--- src/rtl/cbc_pkg.sv ---
`timescale 1ns / 1ps
`default_nettype none
// ----------------------------------------------------------------------------
// cbc_pkg
// Types and constants shared by the cartridge bank controller, its channel
// interfaces and its checker.
// ----------------------------------------------------------------------------
package cbc_pkg;

   localparam logic [7:0] MAX_ROM_BANKS = 8'd128;
   localparam logic [7:0] ROM_BANK_COUNT_RESET = 8'd2;
   localparam logic [3:0] RAM_ENABLE_KEY = 4'hA;

   typedef enum logic [2:0] {
      KIND_NONE        = 3'd0,
      KIND_ROM_READ    = 3'd1,
      KIND_RAM_READ    = 3'd2,
      KIND_RAM_WRITE   = 3'd3,
      KIND_RAM_BLOCKED = 3'd4,
      KIND_REG_WRITE   = 3'd5
   } kind_type;

   typedef enum logic {
      ACTION_READ  = 1'b0,
      ACTION_WRITE = 1'b1
   } action_type;

   typedef struct packed {
      action_type  action;
      logic [15:0] bus_address;
      logic [7:0]  write_byte;
   } req_type;

   typedef struct packed {
      logic        handled;
      kind_type    access_kind;
      logic [20:0] mem_address;
      logic        fault;
   } rsp_type;

endpackage
`default_nettype wire

--- src/rtl/cbc_channels.sv ---
`timescale 1ns / 1ps
`default_nettype none
// ----------------------------------------------------------------------------
// cbc channel interfaces
// Valid/ready channels for bus requests, results and the bank-count register.
// ----------------------------------------------------------------------------
interface cbc_req_if
   import cbc_pkg::*;
();
   logic    valid;
   logic    ready;
   req_type data;

   modport source (output valid, output data, input ready);
   modport sink (input valid, input data, output ready);
endinterface

interface cbc_rsp_if
   import cbc_pkg::*;
();
   logic    valid;
   logic    ready;
   rsp_type data;

   modport source (output valid, output data, input ready);
   modport sink (input valid, input data, output ready);
endinterface

interface cbc_csr_if;
   logic       valid;
   logic       ready;
   logic [7:0] data;

   modport source (output valid, output data, input ready);
   modport sink (input valid, input data, output ready);
endinterface
`default_nettype wire

--- src/rtl/cartridge_bank_controller.sv ---
`timescale 1ns / 1ps
`default_nettype none
// ----------------------------------------------------------------------------
// cartridge_bank_controller
// Bank controller for a banked cartridge: decodes CPU bus transactions into
// physical ROM/RAM addresses and updates the bank registers on writes.
// ----------------------------------------------------------------------------
// A bus transaction is taken every cycle unless an unaccepted result is held,
// and its result appears in the result register in the next cycle. Decode,
// bank update and address mapping sit in a single level of logic ahead of
// that register, so throughput is one transaction per clock. The user must
// write the ROM bank count register through the csr channel only while no
// transaction is in flight; the block itself does not enforce this.
// ----------------------------------------------------------------------------
module cartridge_bank_controller
   import cbc_pkg::*;
(
   input  wire          clock,
   input  wire          reset,
   cbc_req_if.sink      req_bus,
   cbc_rsp_if.source    rsp_bus,
   cbc_csr_if.sink      csr_bus
);

   logic       ram_enable_ff, ram_enable_in;
   logic [4:0] bank_low_ff, bank_low_in;
   logic [1:0] bank_high_ff, bank_high_in;
   logic [1:0] ram_bank_ff, ram_bank_in;
   logic       ram_mode_ff, ram_mode_in;
   logic [7:0] bank_count_ff;
   logic       rsp_valid_ff, rsp_valid_in;
   rsp_type    rsp_data_ff, rsp_data_in;

   logic        accept;
   logic [15:0] addr;
   logic [7:0]  wbyte;
   logic [6:0]  cur_bank;
   logic [6:0]  low_bank;
   logic [6:0]  high_bank;
   logic [7:0]  bank_limit;
   logic        low_fault;
   logic        high_fault;

   assign accept        = req_bus.valid && req_bus.ready;
   assign req_bus.ready = !rsp_valid_ff || rsp_bus.ready;
   assign csr_bus.ready = 1'b1;
   assign rsp_bus.valid = rsp_valid_ff;
   assign rsp_bus.data  = rsp_data_ff;

   assign addr  = req_bus.data.bus_address;
   assign wbyte = req_bus.data.write_byte;

   assign cur_bank   = ({bank_high_ff, bank_low_ff} == 7'd0) ? 7'd1
                                                             : {bank_high_ff, bank_low_ff};
   assign low_bank   = ({bank_high_ff, wbyte[4:0]} == 7'd0) ? 7'd1
                                                            : {bank_high_ff, wbyte[4:0]};
   assign high_bank  = ({wbyte[1:0], bank_low_ff} == 7'd0) ? 7'd1
                                                           : {wbyte[1:0], bank_low_ff};
   assign bank_limit = (bank_count_ff > MAX_ROM_BANKS) ? MAX_ROM_BANKS : bank_count_ff;
   assign low_fault  = ({1'b0, low_bank} >= bank_limit);
   assign high_fault = ({1'b0, high_bank} >= bank_limit);

   always_comb begin
      ram_enable_in = ram_enable_ff;
      bank_low_in   = bank_low_ff;
      bank_high_in  = bank_high_ff;
      ram_bank_in   = ram_bank_ff;
      ram_mode_in   = ram_mode_ff;
      rsp_data_in   = '{handled: 1'b1, access_kind: KIND_NONE,
                        mem_address: 21'd0, fault: 1'b0};

      if (addr[15:13] == 3'b101) begin
         if (ram_enable_ff) begin
            rsp_data_in.access_kind = (req_bus.data.action == ACTION_WRITE) ? KIND_RAM_WRITE
                                                                          : KIND_RAM_READ;
            rsp_data_in.mem_address = {6'd0, ram_bank_ff, addr[12:0]};
         end else begin
            rsp_data_in.access_kind = KIND_RAM_BLOCKED;
         end
      end else if (addr[15]) begin
         rsp_data_in.handled = 1'b0;
      end else if (req_bus.data.action == ACTION_READ) begin
         rsp_data_in.access_kind = KIND_ROM_READ;
         if (!addr[14]) begin
            rsp_data_in.mem_address = {5'd0, addr};
         end else begin
            rsp_data_in.mem_address = {cur_bank, addr[13:0]};
         end
      end else begin
         rsp_data_in.access_kind = KIND_REG_WRITE;
         case (addr[14:13])
            2'd0: begin
               ram_enable_in = (wbyte[3:0] == RAM_ENABLE_KEY);
            end
            2'd1: begin
               bank_low_in       = wbyte[4:0];
               rsp_data_in.fault = low_fault;
            end
            2'd2: begin
               if (ram_mode_ff) begin
                  ram_bank_in       = wbyte[1:0];
                  rsp_data_in.fault = (wbyte[7:2] != 6'd0);
               end else begin
                  bank_high_in      = wbyte[1:0];
                  rsp_data_in.fault = high_fault;
               end
            end
            default: begin
               ram_mode_in       = wbyte[0];
               rsp_data_in.fault = (wbyte[7:1] != 7'd0);
            end
         endcase
      end
   end

   always_comb begin
      if (accept) begin
         rsp_valid_in = 1'b1;
      end else if (rsp_bus.ready) begin
         rsp_valid_in = 1'b0;
      end else begin
         rsp_valid_in = rsp_valid_ff;
      end
   end

   always_ff @(posedge clock) begin
      if (reset) begin
         ram_enable_ff <= 1'b0;
         bank_low_ff   <= 5'd0;
         bank_high_ff  <= 2'd0;
         ram_bank_ff   <= 2'd0;
         ram_mode_ff   <= 1'b0;
         bank_count_ff <= ROM_BANK_COUNT_RESET;
         rsp_valid_ff  <= 1'b0;
      end else begin
         rsp_valid_ff <= rsp_valid_in;
         if (accept) begin
            ram_enable_ff <= ram_enable_in;
            bank_low_ff   <= bank_low_in;
            bank_high_ff  <= bank_high_in;
            ram_bank_ff   <= ram_bank_in;
            ram_mode_ff   <= ram_mode_in;
         end
         if (csr_bus.valid) begin
            bank_count_ff <= csr_bus.data;
         end
      end
   end

   always_ff @(posedge clock) begin
      if (accept) begin
         rsp_data_ff <= rsp_data_in;
      end
   end

endmodule
`default_nettype wire

--- src/flat_wrapper.sv ---
// flat-port wrapper written by rule: the top's interface ports become plain ports
module cartridge_bank_controller_flat import cbc_pkg::*;
  (clock, reset, req_bus_valid, req_bus_data, req_bus_ready, rsp_bus_valid, rsp_bus_data, rsp_bus_ready, csr_bus_valid, csr_bus_data, csr_bus_ready);
  cbc_req_if req_bus_i ();
  cbc_rsp_if rsp_bus_i ();
  cbc_csr_if csr_bus_i ();
  input  wire clock;
  input  wire reset;
  input wire logic [$bits(req_bus_i.valid)-1:0] req_bus_valid;
  input wire logic [$bits(req_bus_i.data)-1:0] req_bus_data;
  output wire logic [$bits(req_bus_i.ready)-1:0] req_bus_ready;
  output wire logic [$bits(rsp_bus_i.valid)-1:0] rsp_bus_valid;
  output wire logic [$bits(rsp_bus_i.data)-1:0] rsp_bus_data;
  input wire logic [$bits(rsp_bus_i.ready)-1:0] rsp_bus_ready;
  input wire logic [$bits(csr_bus_i.valid)-1:0] csr_bus_valid;
  input wire logic [$bits(csr_bus_i.data)-1:0] csr_bus_data;
  output wire logic [$bits(csr_bus_i.ready)-1:0] csr_bus_ready;
  assign req_bus_i.valid = req_bus_valid;
  assign req_bus_i.data = req_bus_data;
  assign req_bus_ready = req_bus_i.ready;
  assign rsp_bus_valid = rsp_bus_i.valid;
  assign rsp_bus_data = rsp_bus_i.data;
  assign rsp_bus_i.ready = rsp_bus_ready;
  assign csr_bus_i.valid = csr_bus_valid;
  assign csr_bus_i.data = csr_bus_data;
  assign csr_bus_ready = csr_bus_i.ready;
  cartridge_bank_controller u_core (.clock(clock), .reset(reset), .req_bus(req_bus_i), .rsp_bus(rsp_bus_i), .csr_bus(csr_bus_i));
endmodule
--- config.mk ---
export PLATFORM = sky130hd
export DESIGN_NAME = cartridge_bank_controller_flat
export DESIGN_NICKNAME = d
export VERILOG_FILES = /design/src/rtl/cbc_pkg.sv /design/src/rtl/cbc_channels.sv /design/src/rtl/cartridge_bank_controller.sv /design/src/flat_wrapper.sv
export SDC_FILE = /design/constraint.sdc
export NUM_CORES = 1
export LEC_CHECK = 0
export BUFFER_PORTS_ARGS = -buffer_cell sky130_fd_sc_hd__buf_2
export CORE_ASPECT_RATIO = 0.9
export CORE_UTILIZATION = 35
export CTS_BUF_LIST = sky130_fd_sc_hd__clkbuf_4 sky130_fd_sc_hd__clkbuf_8
export CTS_CLUSTER_SIZE = 12
export DETAILED_ROUTE_END_ITERATION = 10
export GPL_ROUTABILITY_DRIVEN = 1
export MAX_ROUTING_LAYER = met4
export PLACE_DENSITY = 0.65
export SLEW_MARGIN = 20
export SYNTH_ARGS = -nofsm -noshare
export SYNTH_HDL_FRONTEND = slang
export SYNTH_SLANG_ARGS = --single-unit
--- constraint.sdc ---
create_clock -name clock -period 4.7 [get_ports clock]
set_input_delay 0.705 -clock clock [delete_from_list [all_inputs] [get_ports clock]]
set_output_delay 0.705 -clock clock [all_outputs]
set_load 0.02 [all_outputs]
==> key figures, run 1 <==
Clock network
  – CTS H-tree lvls: 2
  – CTS tree: done
  – Quantity of hold-fixing buffers added after cts: 0
  – Clock Latency Late Sink: approximately 0.30 ns
  – Maximum clock path buffer count: 2
  – Clock transition at the registers of the reported paths: 0.09 ns
  – Root Buffer: clkbuf_8
  – # resized after CTS: 0
  – Post-CTS Setup Bufs: 0
  – Cts bufs inserted: 5
  – Clock Sinks: 46

Power and ir drop
  – LEAKAGE: about 1.2 nW
  – Pwr Density: 299 nW/um^2
  – VDD IR max: 0.114 mV

STA
  – Fin. Hold Viols: 0
  – Crit share post-route: 53.7%
  – Crit path time final: 2.53 ns
  – Final setup viols: 0
  – Slew Viols, Final: 0
  – Final Skew: 0.00783 ns
  – TNS Setup: 0 ns
  – Max Clock Freq: slightly below 400 MHz
  – RSZ-0062 raised after global routing: false

Global route
  – First-pass GRT wire length: 7.63 mm
  – Largest net degree at the start of global routing: 27
  – Aggregate global-route resource usage: between 10% and 20%
  – Number of global-route vias before repair: between 1500 and 2000
  – Total gr overflow: 0
  – Initial antenna violation count: 0

Die
  – Num ports: 67
  – Placeable core region: 6180 sq um
  – DIE AREA: 6800 sq um
  – Cell row count: 27
  – Chip width: 86.8 um
  – Die Height: about 78 um
  – Starting Density: between 30% and 40%

Critical path
  – Kind of cell adding the most delay to the critical path: simple AND/OR/NAND/NOR gates
  – Worst path slowest cell: or4_4
  – WP data arrival: roughly 2.6 ns
  – CP endpoint kind: flip-flop
  – Worst Path Required: 4.75 ns
  – Critical Setup Path Class: reg2reg
  – Crit path cell chain: or4_4 -> nor4_1 -> nor2_1 -> ha_1 -> nand2b_1 -> a2111o_1 -> a31oi_1 -> o211ai_1
  – Buffers plus inverters on the worst setup path: 0
  – Max incr delay on CP: 0.56 ns
  – Crit start category: flip-flop
  – CP max FO: 4

Logic synthesis
  – Cell count after synthesis: 214
  – Number of distinct library cells after synthesis: 41
  – Avg Cell Area, Syn: 10.6 sq um
  – Syn Std Cell Area: around 2300 sq um
  – Synth warn: 0
  – Net count after synthesis: 266
  – Sequential fraction of the synthesis area: 52.1%
  – Main synth FF type: edfxtp_1
  – Number of synthesized flops with an enable pin: 26
  – Synth async-reset ratio: 0%
  – #FFs+latches synth: 46

Finish
  – Ratio of cells with drive above 1 in the final layout: 30.1%
  – P&R area growth vs syn: 19.9%
  – Final net count: 320
  – Final non-filler cell area: 2720 sq um
  – Antenna Cells: 0

Detailed routing
  – WL per Instance: between 10 and 15 um
  – Starting DRT DRC Count: 61
  – Drt pass-1 iters: 4
  – Vias: 1707
  – Post-Route WL: 4.65 mm
  – Detail Route Antenna Nets: 0
  – Vias per inst: around 4.8
  – DRC viols: 0

Placement
  – Post-DP Area: around 2600 sq um
  – IO Port Bufs: 65
  – Placed wire-length estimate: approximately 3.5 mm
  – RePlAce Congestion: 0.854

Hold path
  – Hold Crit Class: reg2reg

Run status
  – Status: finished clean

Job
  – Max-cap viol count: 0
[layout by cell type, fill, tap and decap left out, drive strengths merged, types with 2 or more instances in the layout]
cell type	n
buf	66
edfxtp	26
nor2	22
dfxtp	20
nor2b	20
mux2i	14
ha	14
nand2	13
nand3	8
o21ai	8
a21oi	7
inv	5
clkbuf	5
nor3	4
nand2b	4
and2	4
and3	3
nor4	3
nand4	3
a211o	2
a31oi	2
clkinv	2
[worst reg2reg max path: stages (launching register included)]
cell,delay [ns]
dfxtp_1,0.34
or4_4,0.56
nor4_1,0.19
nor2_1,0.07
ha_1,0.28
nand2b_1,0.14
a2111o_1,0.40
a31oi_1,0.19
o211ai_1,0.11
[routing by layer]
| metal | global-route usage, % | part of all wire, % |
|---|---|---|
| met5 | - | 0 |
| met4 | 4.83 | 0.97 |
| met3 | 3.89 | 8.4 |
| met1 | 19.1 | 47 |
| met2 | 22.8 | 44 |
[registers in the layout, indices dropped and copies added (netlist names)]
name and flops:
u_core.bank_high_ff 2, u_core.bank_low_ff 5, u_core.rsp_bus.data 26, u_core.ram_bank_ff 2, u_core.ram_enable_ff 1, u_core.rsp_bus.valid 1, u_core.ram_mode_ff 1, u_core.bank_count_ff 8
[final timing paths]
| check | startpoint | endpoint | slack (ns) | cells after the start |
|---|---|---|---|---|
| setup / recovery | u_core.bank_low_ff[0]$_SDFFE_PP0P_ | u_core.rsp_bus.data[0]$_SDFFCE_PP0P_ | 2.17 | 8 |
| hold / removal | u_core.ram_bank_ff[1]$_SDFFE_PP0P_ | u_core.ram_bank_ff[1]$_SDFFE_PP0P_ | 0.48 | 2 |
| setup reg to reg | u_core.bank_low_ff[0]$_SDFFE_PP0P_ | u_core.rsp_bus.data[0]$_SDFFCE_PP0P_ | 2.17 | 8 |
| hold reg to reg | u_core.ram_bank_ff[1]$_SDFFE_PP0P_ | u_core.ram_bank_ff[1]$_SDFFE_PP0P_ | 0.48 | 2 |
[area by class of cell]
type / instances / area, sq um
inverter: 5 / 18.8
clock inverter: 3 / 21.3
fill: 620 / 3460
tap: 87 / 109
sequential: 46 / 1180
clock buffer: 5 / 68.8
multi-input combinational: 144 / 986
timing repair buffer: 66 / 333
[cell usage after synthesis, drive strengths merged (3+ instances only)]
cell | count | area (sq um)
buf | 3 | 23.8
nor3 | 4 | 20.0
dfxtp | 20 | 400
a21oi | 7 | 35.0
nor2b | 20 | 128
nor2 | 22 | 87.6
nand4 | 3 | 25.0
nand2 | 13 | 48.8
inv | 5 | 18.8
and3 | 3 | 18.8
o21ai | 8 | 40.0
edfxtp | 26 | 781
and2 | 4 | 25.0
nor4 | 3 | 33.8
nand3 | 8 | 40.0
ha | 14 | 175
nand2b | 4 | 25.0
clkbuf | 16 | 60.1
mux2i | 14 | 140
[cells by family (layout without fill, tap and decap cells)]
group                    count (synthesis)  after routing  share of synthesized area [%]
buffers and inverters                   24             79                           4.53
AND/OR/NAND/NOR                         88             88                           21.5
other                                    1              1                          0.165
multiplexers                            14             14                           6.18
adder cells (fa/ha/maj)                 14             14                           7.73
AO/OA/AOI/OAI                           27             27                           7.84
flip-flops                              46             46                           52.1
[power breakdown]
group          total (W)  internal [W]  switching [W]
Clock           0.000241      0.000105       0.000136
Sequential      0.000451      0.000445     0.00000673
Combinational   0.000120     0.0000480      0.0000717
Total           0.000812      0.000597       0.000215
[stage by stage]
step                      util [%]  hold slack, ns  cells  worst slack (ns)  total power [W]
final                         44.0           0.479    356              2.17         0.000812
after global routing          44.0           0.521    356              2.08         0.000853
after CTS                     44.0           0.481    356              2.18         0.000821
after detailed placement      42.5           0.468    348              2.10         0.000580
after global placement        42.5           0.466    348              2.16         0.000579
after floorplan                  -           0.452    214              2.25         0.000537
Power figures use the tool's default switching activity.
==> run 2, diff against run 1 <==
clock period = 2.55 ns   (was 4.7 ns; I/O delays follow)
==> key figures, run 2 (synthesized netlist as in run 1, its figures left out) <==
Run status
  – Status: finished clean (unchanged)

STA
  – TNS Setup: 0 ns (unchanged)
  – Setup WS post-layout: 0.108 ns (was 2.17 ns)
  – Slew Viols, Final: 0 (unchanged)
  – Max Clock Freq: 410 MHz (was 396 MHz)
  – Crit path time final: 2.44 ns (was 2.53 ns)
  – Crit share post-route: 95.8% (was 53.7%)
  – RSZ-0062 raised after global routing: true (was false)
  – Final setup viols: 0 (unchanged)
  – Fin. Hold Viols: 0 (unchanged)
  – Final Skew: 0.00373 ns (was 0.00783 ns)

Finish
  – P&R area growth vs syn: 22.3% (was 19.9%)
  – Antenna Cells: 0 (unchanged)
  – Max reg flops: 26 (unchanged)
  – Final net count: 322 (was 320)
  – Most common cell after layout, fill and taps aside: buf_2 (unchanged)
  – Ratio of cells with drive above 1 in the final layout: 31.4% (was 30.1%)
  – Non-filler instance count after layout: 358 (was 356)
  – Multi-input gate area: 1000 sq um (was 986 sq um)
  – Filler cells: 590 (was 620)
  – Area occupied by registers: 1180 sq um (about the same)
  – Final non-filler cell area: 2770 sq um (was 2720 sq um)
  – Most frequent cells in the layout: buf_2 (65), edfxtp_1 (26), nor2b_1 (19), nor2_1 (19), dfxtp_1 (19) (was buf_2 (65), edfxtp_1 (26), dfxtp_1 (20), nor2b_1 (19), nor2_1 (19))

Detailed routing
  – WL per Instance: 13.1 um (about the same)
  – Starting DRT DRC Count: 92 (was 61)
  – Drt pass-1 iters: 5 (was 4)
  – Vias per inst: 4.81 (was 4.79)
  – Post-Route WL: 4.70 mm (was 4.65 mm)
  – DRC viols: 0 (unchanged)
  – Vias: 1723 (was 1707)
  – Detail Route Antenna Nets: 0 (unchanged)

Placement
  – Placed insts: 349 (was 348)
  – Post-DP Area: 2640 sq um (was 2630 sq um)
  – Placed wire-length estimate: 3.59 mm (was 3.47 mm)
  – RePlAce Congestion: 0.887 (was 0.854)
  – Post-place setup slack: 0.0420 ns (was 2.10 ns)
  – IO Port Bufs: 65 (unchanged)

Die
  – Cell row count: 27 (unchanged)
  – Placeable core region: 6180 sq um (unchanged)
  – Starting Density: 36.7% (unchanged)
  – Num ports: 67 (unchanged)
  – Die Height: 78.4 um (unchanged)
  – DIE AREA: 6800 sq um (unchanged)
  – Chip width: 86.8 um (unchanged)

Clock network
  – CTS H-tree lvls: 2 (unchanged)
  – Clock transition at the registers of the reported paths: 0.08 ns (was 0.09 ns)
  – Maximum clock path buffer count: 2 (unchanged)
  – Clock Sinks: 46 (unchanged)
  – CTS tree: done (unchanged)
  – Clock Latency Late Sink: 0.29 ns (was 0.30 ns)
  – Cts bufs inserted: 5 (unchanged)
  – Root Buffer: clkbuf_8 (unchanged)

Critical path
  – Worst path slowest cell: or4_4 (unchanged)
  – CP max FO: 4 (unchanged)
  – Worst Path Required: 2.59 ns (was 4.75 ns)
  – Critical Setup Path Class: reg2reg (unchanged)
  – Crit start category: flip-flop (unchanged)
  – WP data arrival: 2.48 ns (was 2.57 ns)
  – Crit path cell chain: or4_4 -> nor4_4 -> nor2_1 -> ha_1 -> nand2b_1 -> a2111o_1 -> a31oi_1 -> o211ai_1 (was or4_4 -> nor4_1 -> nor2_1 -> ha_1 -> nand2b_1 -> a2111o_1 -> a31oi_1 -> o211ai_1)
  – CP endpoint kind: flip-flop (unchanged)
  – Max incr delay on CP: 0.56 ns (about the same)

Power and ir drop
  – Clock power share: 33.8% (was 29.7%)
  – VDD IR max: 0.373 mV (was 0.114 mV)
  – LEAKAGE: 1.23 nW (was 1.20 nW)
  – Tot Pwr: 0.00160 W (was 0.000812 W)
  – P_int: 0.00121 W (was 0.000597 W)
  – Pwr Density: 576 nW/um^2 (was 299 nW/um^2)
  – Psw: 0.000384 W (was 0.000215 W)
  – Logic pwr share: 14.1% (was 14.7%)
  – Power share of the sequential group: 52.1% (was 55.6%)
  – Switching power share of the total: 24.0% (was 26.5%)

Hold path
  – Hold Crit Class: in2reg (was reg2reg)

Global route
  – Initial antenna violation count: 0 (unchanged)
  – Largest net degree at the start of global routing: 27 (unchanged)
  – Number of global-route vias before repair: 1631 (was 1594)
  – First-pass GRT wire length: 7.68 mm (was 7.63 mm)
  – Aggregate global-route resource usage: 15.1% (was 14.8%)
  – Total gr overflow: 0 (unchanged)

Job
  – Max-cap viol count: 0 (unchanged)
-- run 2: cell count changes in the layout (fill, tap and decap cells not counted), sizes merged --
cell	before	now
clkinv	2	0
bufinv	0	1
buf	66	68
clkbuf	5	6
-- run 2: path summary, 6_finish.rpt --
path,startpoint,to,slack [ns],cells after the start
max reg2reg,u_core.bank_low_ff[3]$_SDFFE_PP0P_,u_core.rsp_bus.data[0]$_SDFFCE_PP0P_,0.11,8
min reg2reg,u_core.ram_bank_ff[0]$_SDFFE_PP0P_,u_core.ram_bank_ff[0]$_SDFFE_PP0P_,0.48,2
min,csr_bus_data[1],u_core.bank_count_ff[1]$_SDFFE_PP1P_,0.29,2
max,u_core.bank_low_ff[3]$_SDFFE_PP0P_,u_core.rsp_bus.data[0]$_SDFFCE_PP0P_,0.11,8
-- run 2: final cells by class --
type / count / share of cell area, %
inverters: 5 / 0.677
clock inverters: 2 / 1.35
flip-flops and latches: 46 / 42.6
multi-input cells: 144 / 36.1
repair buffers: 68 / 12.5
well taps: 87 / 3.93
clock buffers: 6 / 2.75
-- run 2: stage by stage --
| stage | hold slack [ns] | util [%] |
|---|---|---|
| floorplan | 0.452 | - |
| global placement | 0.465 | 42.6 |
| detailed placement | 0.470 | 42.6 |
| CTS | 0.282 | 44.5 |
| global route | 0.299 | 44.8 |
| finish | 0.290 | 44.8 |
-- run 2: power groups by stage --
stage | clock network (W) | registers (W) | logic, W
6_report | 0.000540 | 0.000832 | 0.000226
5_1_grt | 0.000579 | 0.000837 | 0.000252
4_1_cts | 0.000559 | 0.000833 | 0.000224
3_5_place_dp | 0 | 0.000850 | 0.000223
3_3_place_gp | 0 | 0.000848 | 0.000220
2_1_floorplan | 0 | 0.000883 | 0.000108
-- run 2: repair_timing --
item                                    CTS  global route
buffers inserted                          0             1
resized for setup                         0             3
hold buffers                              0             0
endpoints found under the setup margin    0             1
-- run 2: critical path, delay by kind of cell, from the launching register on --
family	cells	cell delay, ns
AND/OR/NAND/NOR	4	0.90
AO/OA/AOI/OAI	3	0.69
flip-flops	1	0.34
adder cells (fa/ha/maj)	1	0.27
-- run 2: metal layers --
metal  share of wire (%)  vias up  track usage (%)
met4                 1.2        0             4.50
met2                  46       69             23.3
li1                    -      860                -
met5                   0        -                -
met1                  45      787             19.7
met3                 7.8        7             3.36
==> run 3, diff against run 2 <==
CORE_UTILIZATION = 40   (was 35)
PLACE_DENSITY = 0.71   (was 0.65)
==> key figures, run 3 (synthesized netlist as in run 1, its figures left out) <==
Critical path
  – CP endpoint kind: flip-flop (unchanged)
  – Kind of cell adding the most delay to the critical path: simple AND/OR/NAND/NOR gates (unchanged)
  – WP data arrival: 2.50 ns (was 2.48 ns)
  – Crit path depth: 8 (unchanged)
  – Critical Setup Path Class: reg2reg (unchanged)
  – Crit start category: flip-flop (unchanged)
  – CP max FO: 4 (unchanged)
  – Worst path slowest cell: or4_4 (unchanged)
  – Max incr delay on CP: 0.57 ns (was 0.56 ns)
  – Buffers plus inverters on the worst setup path: 0 (unchanged)
  – Crit path cell chain: or4_4 -> nor4_2 -> nor2_1 -> ha_1 -> nand2b_1 -> a2111o_1 -> a31oi_1 -> o211ai_1 (was or4_4 -> nor4_4 -> nor2_1 -> ha_1 -> nand2b_1 -> a2111o_1 -> a31oi_1 -> o211ai_1)
  – Worst Path Required: 2.59 ns (about the same)
  – Reg2reg path depth: 8 (unchanged)

Power and ir drop
  – Tot Pwr: 0.00160 W (about the same)
  – VDD IR max: 0.353 mV (was 0.373 mV)
  – LEAKAGE: 1.21 nW (was 1.23 nW)
  – Pwr Density: 586 nW/um^2 (was 576 nW/um^2)

Finish
  – Max reg flops: 26 (unchanged)
  – Final net count: 320 (was 322)
  – Most frequent cells in the layout: buf_2 (65), edfxtp_1 (26), dfxtp_1 (20), nor2b_1 (19), nor2_1 (19) (was buf_2 (65), edfxtp_1 (26), nor2b_1 (19), nor2_1 (19), dfxtp_1 (19))
  – P&R area growth vs syn: 20.1% (was 22.3%)
  – Antenna Cells: 0 (unchanged)
  – Final non-filler cell area: 2720 sq um (was 2770 sq um)
  – Ratio of cells with drive above 1 in the final layout: 30.5% (was 31.4%)
  – Most common cell after layout, fill and taps aside: buf_2 (unchanged)

Clock network
  – Clock transition at the registers of the reported paths: 0.08 ns (about the same)
  – CTS H-tree lvls: 2 (unchanged)
  – Quantity of hold-fixing buffers added after cts: 0 (unchanged)
  – Cts bufs inserted: 5 (unchanged)
  – Root Buffer: clkbuf_8 (unchanged)
  – Clock Latency Late Sink: 0.29 ns (about the same)
  – Post-CTS Setup Bufs: 0 (unchanged)
  – CTS tree: done (unchanged)
  – Maximum clock path buffer count: 2 (unchanged)
  – Clock Sinks: 46 (unchanged)
  – # resized after CTS: 0 (unchanged)

Detailed routing
  – Starting DRT DRC Count: 73 (was 92)
  – WL per Instance: 13.4 um (was 13.1 um)
  – DRC viols: 0 (unchanged)
  – Vias: 1707 (was 1723)
  – Post-Route WL: 4.52 mm (was 4.70 mm)
  – Vias per inst: 5.08 (was 4.81)
  – Drt pass-1 iters: 4 (was 5)
  – Detail Route Antenna Nets: 0 (unchanged)

STA
  – Slew Viols, Final: 0 (unchanged)
  – Worst-margin pin slew: 0.499 ns
  – WHS: 0.295 ns (was 0.290 ns)
  – Slew HR: about 67%
  – Max Clock Freq: 406 MHz (was 410 MHz)
  – Crit path time final: 2.46 ns (was 2.44 ns)
  – Final Skew: 0.00273 ns (was 0.00373 ns)
  – Crit share post-route: 96.6% (was 95.8%)
  – Fin. Hold Viols: 0 (unchanged)
  – TNS Setup: 0 ns (unchanged)
  – Final setup viols: 0 (unchanged)

Die
  – Starting Density: 42.4% (was 36.7%)
  – Num ports: 67 (unchanged)
  – Placeable core region: 5350 sq um (was 6180 sq um)
  – DIE AREA: 5970 sq um (was 6800 sq um)
  – Die Height: 73.4 um (was 78.4 um)
  – Cell row count: 25 (was 27)
  – Chip width: 81.4 um (was 86.8 um)

Hold path
  – Cells on Worst Hold Path: 2 (unchanged)
  – Hold Crit Class: in2reg (unchanged)

Global route
  – Number of global-route vias before repair: 1585 (was 1631)
  – First-pass GRT wire length: 7.10 mm (was 7.68 mm)
  – Aggregate global-route resource usage: 16.1% (was 15.1%)
  – Initial antenna violation count: 0 (unchanged)
  – Largest net degree at the start of global routing: 27 (unchanged)
  – Total gr overflow: 0 (unchanged)

Placement
  – Post-DP Area: 2600 sq um (was 2640 sq um)
  – Placed wire-length estimate: 3.43 mm (was 3.59 mm)
  – IO Port Bufs: 65 (unchanged)
  – RePlAce Congestion: 0.969 (was 0.887)

Job
  – Max-cap viol count: 0 (unchanged)

Run status
  – Status: finished clean (unchanged)
run 3: where the power goes:
part | internal, W | switching [W] | total (W)
Sequential | 0.000820 | 0.0000124 | 0.000832
Combinational | 0.0000887 | 0.000132 | 0.000220
Clock | 0.000303 | 0.000240 | 0.000544
run 3: cell type report:
| type | count | area (sq um) |
|---|---|---|
| timing repair buffer | 66 | 333 |
| tap | 67 | 83.8 |
| inverter | 5 | 18.8 |
| sequential | 46 | 1180 |
| clock inverter | 2 | 37.5 |
| clock buffer | 6 | 76.3 |
| multi-input combinational | 144 | 992 |
| fill | 504 | 2630 |
run 3: final timing paths:
path | slack, ns | to | start
setup reg to reg | 0.09 | u_core.rsp_bus.data[0]$_SDFFCE_PP0P_ | u_core.bank_low_ff[0]$_SDFFE_PP0P_
hold / removal | 0.30 | u_core.bank_count_ff[1]$_SDFFE_PP1P_ | csr_bus_data[1]
hold reg to reg | 0.48 | u_core.ram_bank_ff[1]$_SDFFE_PP0P_ | u_core.ram_bank_ff[1]$_SDFFE_PP0P_
setup / recovery | 0.09 | u_core.rsp_bus.data[0]$_SDFFCE_PP0P_ | u_core.bank_low_ff[0]$_SDFFE_PP0P_
run 3: per-stage QoR:
step / utilization (%) / setup slack, ns / std cells
after floorplan: - / 0.154 / 214
after CTS: 50.8 / 0.0523 / 336
after global placement: 48.7 / 0.102 / 328
after detailed placement: 48.7 / 0.0636 / 328
final: 50.9 / 0.0869 / 336
after global routing: 50.9 / -0.0279 / 336
run 3: layer usage:
metal  vias to the layer above  global-route usage [%]  share of wire (%)
met4                         0                    5.36               0.95
met2                        62                    25.1                 44
met3                         5                    4.10                7.3
li1                        860                       -                  -
met5                         -                       -                  0
met1                       780                    20.4                 48
